===== src/rtl/pd_pkg.sv =====
// Shared types, constants and helper functions for the percent decoder.
// Used by pd_front, pd_queue, pd_back and percent_decoder; no dependencies.
`timescale 1ns / 1ps

package pd_pkg;

    // Character codes that the decoder recognizes.
    localparam logic [7:0] PCT_CHAR = 8'h25;

    // Escape state of the front end, one-hot.
    typedef enum logic [2:0] {
        PH_IDLE = 3'b001,   // nothing pending
        PH_PCT  = 3'b010,   // a '%' is pending
        PH_DIG  = 3'b100    // a '%' and one hex digit are pending
    } phase_t;

    // One command for the back end: up to three bytes and an end-of-string flag.
    typedef struct packed {
        logic        last;   // the final byte of this command ends the string
        logic [1:0]  cnt;    // number of valid bytes, 1 to 3
        logic [2:0][7:0] data; // bytes in output order, data[0] first
    } cmd_t;

    // Hex digit classification: bit 4 set when the character is a hex digit,
    // bits 3:0 hold its value.
    function automatic logic [4:0] hex_value(input logic [7:0] c);
        logic [4:0] r;
        r = 5'd0;
        if (c >= 8'h30 && c <= 8'h39) begin
            r = {1'b1, 4'(c - 8'h30)};
        end else if (c >= 8'h41 && c <= 8'h46) begin
            r = {1'b1, 4'(c - 8'h41 + 8'd10)};
        end else if (c >= 8'h61 && c <= 8'h66) begin
            r = {1'b1, 4'(c - 8'h61 + 8'd10)};
        end
        return r;
    endfunction

endpackage


===== src/rtl/pd_front.sv =====
// Front end of the percent decoder: accepts raw bytes, tracks escape state
// and turns each byte into a command of zero to three output bytes.
// Depends on pd_pkg.
`timescale 1ns / 1ps

module pd_front (
    input  logic            clk,
    input  logic            rst_n,
    input  logic            s_axis_tvalid,
    output logic            s_axis_tready,
    input  logic [7:0]      s_axis_tdata,   // [7:0] in_byte
    input  logic            s_axis_tlast,   // in_last
    input  logic            q_full,
    output logic            push,
    output pd_pkg::cmd_t    push_cmd
);

    pd_pkg::phase_t phase_reg, phase_next;
    logic [7:0]     held_reg, held_next;
    logic           accept;
    logic [4:0]     hv;
    logic [4:0]     hi;
    logic           is_hex;
    logic           is_pct;
    logic [7:0]     b;
    logic [1:0]     n;
    logic [2:0][7:0] bytes;

    assign s_axis_tready = !q_full;
    assign accept        = s_axis_tvalid && !q_full;
    assign b             = s_axis_tdata;
    assign hv            = pd_pkg::hex_value(b);
    assign hi            = pd_pkg::hex_value(held_reg);
    assign is_hex        = hv[4];
    assign is_pct        = (b == pd_pkg::PCT_CHAR);

    // Classify the byte against the pending escape and collect output bytes.
    always_comb
    begin
        phase_next = phase_reg;
        held_next  = held_reg;
        n          = 2'd0;
        bytes      = '0;
        case (phase_reg)
            pd_pkg::PH_PCT:
            begin
                if (is_hex) begin
                    held_next  = b;
                    phase_next = pd_pkg::PH_DIG;
                end else if (is_pct) begin
                    bytes[n] = pd_pkg::PCT_CHAR;
                    n        = n + 2'd1;
                end else begin
                    bytes[n]   = pd_pkg::PCT_CHAR;
                    n          = n + 2'd1;
                    bytes[n]   = b;
                    n          = n + 2'd1;
                    phase_next = pd_pkg::PH_IDLE;
                end
            end
            pd_pkg::PH_DIG:
            begin
                if (is_hex) begin
                    bytes[n]   = {hi[3:0], hv[3:0]};
                    n          = n + 2'd1;
                    phase_next = pd_pkg::PH_IDLE;
                end else begin
                    bytes[n] = pd_pkg::PCT_CHAR;
                    n        = n + 2'd1;
                    bytes[n] = held_reg;
                    n        = n + 2'd1;
                    if (is_pct) begin
                        phase_next = pd_pkg::PH_PCT;
                    end else begin
                        bytes[n]   = b;
                        n          = n + 2'd1;
                        phase_next = pd_pkg::PH_IDLE;
                    end
                end
                if (phase_next != pd_pkg::PH_DIG) begin
                    held_next = 8'd0;
                end
            end
            default:
            begin
                // Idle, and any code that cannot arise, behaves as idle.
                if (is_pct) begin
                    phase_next = pd_pkg::PH_PCT;
                end else begin
                    bytes[n]   = b;
                    n          = n + 2'd1;
                    phase_next = pd_pkg::PH_IDLE;
                end
            end
        endcase

        // At end of string, flush whatever is still pending literally.
        if (s_axis_tlast) begin
            if (phase_next == pd_pkg::PH_PCT) begin
                bytes[n] = pd_pkg::PCT_CHAR;
                n        = n + 2'd1;
            end else if (phase_next == pd_pkg::PH_DIG) begin
                bytes[n] = pd_pkg::PCT_CHAR;
                n        = n + 2'd1;
                bytes[n] = held_next;
                n        = n + 2'd1;
            end
            phase_next = pd_pkg::PH_IDLE;
            held_next  = 8'd0;
        end
    end

    // Command toward the queue; a byte that produces nothing is not queued.
    assign push          = accept && (n != 2'd0);
    assign push_cmd.last = s_axis_tlast;
    assign push_cmd.cnt  = n;
    assign push_cmd.data = bytes;

    // Escape state registers.
    always_ff @(posedge clk or negedge rst_n)
    begin
        if (!rst_n) begin
            phase_reg <= pd_pkg::PH_IDLE;
            held_reg  <= 8'd0;
        end else if (accept) begin
            phase_reg <= phase_next;
            held_reg  <= held_next;
        end
    end

endmodule


===== src/rtl/pd_queue.sv =====
// Two-entry command queue between the front and back ends of the decoder.
// Depends on pd_pkg.
`timescale 1ns / 1ps

module pd_queue (
    input  logic            clk,
    input  logic            rst_n,
    input  logic            push,
    input  pd_pkg::cmd_t    push_cmd,
    input  logic            pop,
    output logic            full,
    output logic            head_valid,
    output pd_pkg::cmd_t    head
);

    pd_pkg::cmd_t entry_reg [2];
    logic         wr_ptr_reg, wr_ptr_next;
    logic         rd_ptr_reg, rd_ptr_next;
    logic [1:0]   count_reg, count_next;

    assign full       = (count_reg == 2'd2);
    assign head_valid = (count_reg != 2'd0);
    assign head       = entry_reg[rd_ptr_reg];

    // Pointer and fill count updates.
    always_comb
    begin
        wr_ptr_next = wr_ptr_reg ^ push;
        rd_ptr_next = rd_ptr_reg ^ pop;
        count_next  = count_reg + {1'b0, push} - {1'b0, pop};
    end

    always_ff @(posedge clk or negedge rst_n)
    begin
        if (!rst_n) begin
            wr_ptr_reg <= 1'b0;
            rd_ptr_reg <= 1'b0;
            count_reg  <= 2'd0;
        end else begin
            wr_ptr_reg <= wr_ptr_next;
            rd_ptr_reg <= rd_ptr_next;
            count_reg  <= count_next;
        end
    end

    // Entry storage.
    always_ff @(posedge clk)
    begin
        if (push) begin
            entry_reg[wr_ptr_reg] <= push_cmd;
        end
    end

endmodule


===== src/rtl/pd_back.sv =====
// Back end of the percent decoder: walks the head command byte by byte into
// a registered output stream. Depends on pd_pkg.
`timescale 1ns / 1ps

module pd_back (
    input  logic            clk,
    input  logic            rst_n,
    input  logic            head_valid,
    input  pd_pkg::cmd_t    head,
    output logic            pop,
    output logic            m_axis_tvalid,
    input  logic            m_axis_tready,
    output logic [7:0]      m_axis_tdata,   // [7:0] out_byte
    output logic            m_axis_tlast    // out_last
);

    logic [1:0] idx_reg, idx_next;
    logic       valid_reg, valid_next;
    logic [7:0] data_reg, data_next;
    logic       last_reg, last_next;
    logic       load;
    logic       final_byte;

    assign load       = !valid_reg || m_axis_tready;
    assign final_byte = (idx_reg == 2'(head.cnt - 2'd1));
    assign pop        = load && head_valid && final_byte;

    // Select the next byte of the head command when the output register frees.
    always_comb
    begin
        idx_next   = idx_reg;
        valid_next = valid_reg;
        data_next  = data_reg;
        last_next  = last_reg;
        if (load) begin
            valid_next = head_valid;
            if (head_valid) begin
                data_next = head.data[idx_reg];
                last_next = final_byte && head.last;
                idx_next  = final_byte ? 2'd0 : idx_reg + 2'd1;
            end
        end
    end

    always_ff @(posedge clk or negedge rst_n)
    begin
        if (!rst_n) begin
            idx_reg   <= 2'd0;
            valid_reg <= 1'b0;
        end else begin
            idx_reg   <= idx_next;
            valid_reg <= valid_next;
        end
    end

    always_ff @(posedge clk)
    begin
        data_reg <= data_next;
        last_reg <= last_next;
    end

    assign m_axis_tvalid = valid_reg;
    assign m_axis_tdata  = data_reg;
    assign m_axis_tlast  = last_reg;

endmodule


===== src/rtl/percent_decoder.sv =====
// Streaming URL percent decoder.
// Slave channel s_axis: one raw byte of the encoded string per transaction,
// tlast on the final byte of a string. Master channel m_axis: one decoded
// byte per transaction, tlast on the final decoded byte of the string.
// A '%' and two hex digits become one byte; a broken escape passes through
// literally and the following bytes are examined again; at end of string a
// pending '%' and digit are flushed literally.
// An accepted byte's command is written into the command queue, and its bytes
// then pass through the output register onto m_axis. Throughput: one input
// transaction and one output transaction per cycle while the queue is not
// full and the receiver is ready. An input byte yields zero to three output
// bytes; a three-byte burst holds the output for three transactions and backs
// up the input through a two-entry command queue, which sets how far the
// front end can run ahead. When the receiver stalls, the output register
// holds its transaction and the input keeps flowing until the queue fills.
// Reset: no escape pending, queue empty, no output transaction valid.
// Depends on pd_pkg, pd_front, pd_queue and pd_back.
`timescale 1ns / 1ps

module percent_decoder (
    input  logic        clk,
    input  logic        rst_n,
    input  logic        s_axis_tvalid,
    output logic        s_axis_tready,
    input  logic [7:0]  s_axis_tdata,   // [7:0] in_byte
    input  logic        s_axis_tlast,   // in_last
    output logic        m_axis_tvalid,
    input  logic        m_axis_tready,
    output logic [7:0]  m_axis_tdata,   // [7:0] out_byte
    output logic        m_axis_tlast    // out_last
);

    logic         push;
    pd_pkg::cmd_t push_cmd;
    logic         q_full;
    logic         pop;
    logic         head_valid;
    pd_pkg::cmd_t head;

    // Byte classification and escape tracking.
    pd_front u_front (
        .clk           (clk),
        .rst_n         (rst_n),
        .s_axis_tvalid (s_axis_tvalid),
        .s_axis_tready (s_axis_tready),
        .s_axis_tdata  (s_axis_tdata),
        .s_axis_tlast  (s_axis_tlast),
        .q_full        (q_full),
        .push          (push),
        .push_cmd      (push_cmd)
    );

    // Command queue between the two halves.
    pd_queue u_queue (
        .clk        (clk),
        .rst_n      (rst_n),
        .push       (push),
        .push_cmd   (push_cmd),
        .pop        (pop),
        .full       (q_full),
        .head_valid (head_valid),
        .head       (head)
    );

    // Byte-serial output.
    pd_back u_back (
        .clk           (clk),
        .rst_n         (rst_n),
        .head_valid    (head_valid),
        .head          (head),
        .pop           (pop),
        .m_axis_tvalid (m_axis_tvalid),
        .m_axis_tready (m_axis_tready),
        .m_axis_tdata  (m_axis_tdata),
        .m_axis_tlast  (m_axis_tlast)
    );

endmodule


===== config.mk =====
export PLATFORM = sky130hd
export DESIGN_NAME = percent_decoder
export DESIGN_NICKNAME = d
export VERILOG_FILES = /design/src/rtl/pd_pkg.sv /design/src/rtl/pd_front.sv /design/src/rtl/pd_queue.sv /design/src/rtl/pd_back.sv /design/src/rtl/percent_decoder.sv
export SDC_FILE = /design/constraint.sdc
export NUM_CORES = 1
export LEC_CHECK = 0
export BUFFER_PORTS_ARGS = -buffer_cell sky130_fd_sc_hd__buf_2
export CAP_MARGIN = 20
export CORE_MARGIN = 1
export CORE_UTILIZATION = 35
export CTS_CLUSTER_DIAMETER = 30
export CTS_CLUSTER_SIZE = 12
export DETAILED_ROUTE_END_ITERATION = 8
export PLACE_DENSITY = 0.56
export SETUP_SLACK_MARGIN = 0.5
export SLEW_MARGIN = 5
export SYNTH_ARGS = -nofsm -noshare
export SYNTH_HDL_FRONTEND = slang
export SYNTH_HIERARCHICAL = 1
export SYNTH_SLANG_ARGS = --single-unit

===== constraint.sdc =====
create_clock -name clk -period 3.7 [get_ports clk]
set_clock_uncertainty 0.1 [all_clocks]
set_input_delay 0.555 -clock clk [delete_from_list [all_inputs] [get_ports clk]]
set_output_delay 0.555 -clock clk [all_outputs]
set_load 0.02 [all_outputs]

==> out/qor.txt <==
status - finished, final reports clean
Slew Viols, Final - 0
Peak VDD IR - 210 uV
WP data required - 3.69 ns
crit path launch type - input port
Synth area leaders - edfxtp_1, dfrtp_1, mux2_4
Residual DRC - 0
buffers added on ports - 23
Final HPWL DP - 7.63 mm
Final setup viols - 0
Worst R2R End - u_queue/entry_reg[0][5]
Vias - 3189
worst endpoint data arrival time - 3.05 ns
R2R Setup Slk - 0.79 ns
remaining global-route overflow - 0
core area - 0.0128 mm2
WHS - 0.0757 ns
Min-Delay Path Class - input port to async pin
Die Y - 117 um
syn avg cell area - 12.5 um2
critical path cell sequence - clkbuf_4, inv_1, ha_1, or3b_1, and4_4, nor2_4, o21ai_2, ha_2, o21ai_0, a21oi_1, o22ai_2, a31oi_4, ha_4, buf_8
first-pass iteration count of the detailed router - 5
leakage - 2.03 nW
Worst path slowest cell - or3b_1
CTS tree - built
critical path class - input port to register
IO Pins - 24
RR Startpoint - u_front/held_reg[0]
Unique masters post-synth - 67
number of flip-flops in the largest register - 54
area of the mapped netlist - 0.00463 mm2
vias per std cell - 5.56
Max clock buf depth - 2
Fin. Hold Viols - 0
R2R cell count - 7
hold buffers post-CTS - 0
GP Congestion - 0.939
min Tclk post-route - 3.07 ns
area leader, netlist - edfxtp_1
All-Layer GR Usage - 0.168
Starting Density - 0.362
Root Driver - clkbuf_16
Post-synth EDFFs - 63
final-layout fill cell count - 1198
Syn Nets - 399
sequential cell area - 0.00234 mm2
initial antenna violation count - 0
Fmax - 326 MHz
ant diodes - 0
P&R area growth vs syn - 14.9%
Die Wd - 117 um
WP buf/inv - 3
Site Rows - 41
routed wire length - 10.9 mm
unrepaired setup endpoints after global routing - no
crit-path max FO - 13
die area - 0.0137 mm2
DRT iter0 DRCs - 223
Synth top area share - 0.409
top-count cell post-synth - edfxtp_1
relative slew slack - 0.462
cell depth of the worst setup path - 14
Commonest cells post-synth - edfxtp_1, nand2_1, inv_1, mux2_4, o21ai_0
max_cap viols - 0
sequential share of the synthesized area - 0.506
post-synthesis register bit count - 81
WL/cell - 19.0 um
Num CTS Buffers - 9
H-tree depth - 3
Critical Path End Type - register
Reg clk slew, reported paths - 0.06 ns
multi-input logic area - 0.00211 mm2
CP max stage delay - 0.37 ns
Top FF cell, synth - edfxtp_1
worst-skew pair later-pin latency - 0.33 ns
total power - 3.23 mW
Synth Warn # - 6
layout cell share with drive strength beyond 1 - 0.289
post-route clock period utilization - 0.829
Power Density - 608 mW/mm2
pin count of the biggest net entering global routing - 28
Antenna Nets Post-Route - 0
Setup TNS Final - 0 ns
Final #Nets - 427
vias in the first global route - 3046
asr flop ratio synth - 0.222
Worst Max-Slew Pin Slew - 0.806 ns
Synth Instances - 369
Crit path max-delay family - compound AO/OA/AOI/OAI gates
clock sinks - 81
first-pass GRT wire length - 16.7 mm
## final cells by class
| class | instances | share of cell area |
|---|---|---|
| Clock inverter | 7 | 0.0134 |
| Multi-Input combinational cell | 246 | 0.397 |
| Tap cell | 172 | 0.0405 |
| Inverter | 20 | 0.0141 |
| Clock buffer | 9 | 0.0423 |
| Sequential cell | 81 | 0.441 |
| Timing Repair Buffer | 39 | 0.0522 |
## worst max path at each step
stage | start | to
final | s_axis_tdata[1] | u_queue/entry_reg[1][14]
after global routing | s_axis_tdata[1] | u_queue/entry_reg[1][24]
after CTS | s_axis_tdata[1] | u_queue/entry_reg[1][3]
after detailed placement | s_axis_tdata[1] | u_queue/entry_reg[0][18]
after global placement | s_axis_tdata[1] | u_queue/entry_reg[0][2]
after floorplan | s_axis_tdata[1] | u_queue/entry_reg[0][0]
## cell families after synthesis
| family | Yosys count | share of synthesized area |
|---|---|---|
| buffers and inverters | 42 | 0.0535 |
| AO/OA/AOI/OAI | 100 | 0.168 |
| multiplexers | 37 | 0.103 |
| XOR/XNOR | 6 | 0.0146 |
| adder cells (fa/ha/maj) | 17 | 0.0460 |
| AND/OR/NAND/NOR | 86 | 0.108 |
| flip-flops | 81 | 0.506 |
## report_power, final
group	leakage (nW)	switching (mW)	total, mW	internal, mW
Clock	0.139	0.334	0.855	0.520
Sequential	0.826	0.107	1.37	1.26
Combinational	1.07	0.532	1.01	0.474
## stage by stage
| stage | instances | instance area [um2] | setup slack, ns | utilization |
|---|---|---|---|---|
| final | 574 | 5320 | 0.634 | 0.416 |
| after floorplan | 369 | 4660 | 0.506 | - |
| after detailed placement | 552 | 4900 | 0.0733 | 0.383 |
| after CTS | 572 | 5260 | 0.544 | 0.412 |
| after global routing | 574 | 5320 | 0.492 | 0.416 |
| after global placement | 552 | 4900 | 0.173 | 0.383 |
## per-layer routing
| layer | routed length [um] | track usage | vias up | part of all wire |
|---|---|---|---|---|
| met5 | 0 | 0 | - | 0 |
| met4 | 290 | 0.0675 | 0 | 0.027 |
| met3 | 700 | 0.0407 | 27 | 0.064 |
| met2 | 5100 | 0.266 | 125 | 0.47 |
| met1 | 4810 | 0.223 | 1566 | 0.44 |
| li1 | - | - | 1471 | - |
## cells in the final DEF (no fill, tap or decap), types with 4 or more instances in the layout
cell        n
edfxtp_1   63
mux2_4     19
a22o_1      5
o21ai_1     4
dfrtp_1    17
nand3_1     9
o21ai_0    17
buf_4      12
o21a_1      4
o2bb2ai_1   5
buf_2      22
mux2_2     10
nand2_1    27
inv_1      19
ha_1       12
a22oi_1    15
and3_1      7
nor2_1      9
nand3b_1    4
a32o_1      5
mux2i_1     8
clkbuf_16   9
a21oi_1     9
## what timing repair did
item                       CTS  global route
pin swaps                    0             6
buffers inserted             4             2
resized for setup            1            13
setup endpoints to repair   55            57
No activity file was read; power rests on OpenSTA's default activity.
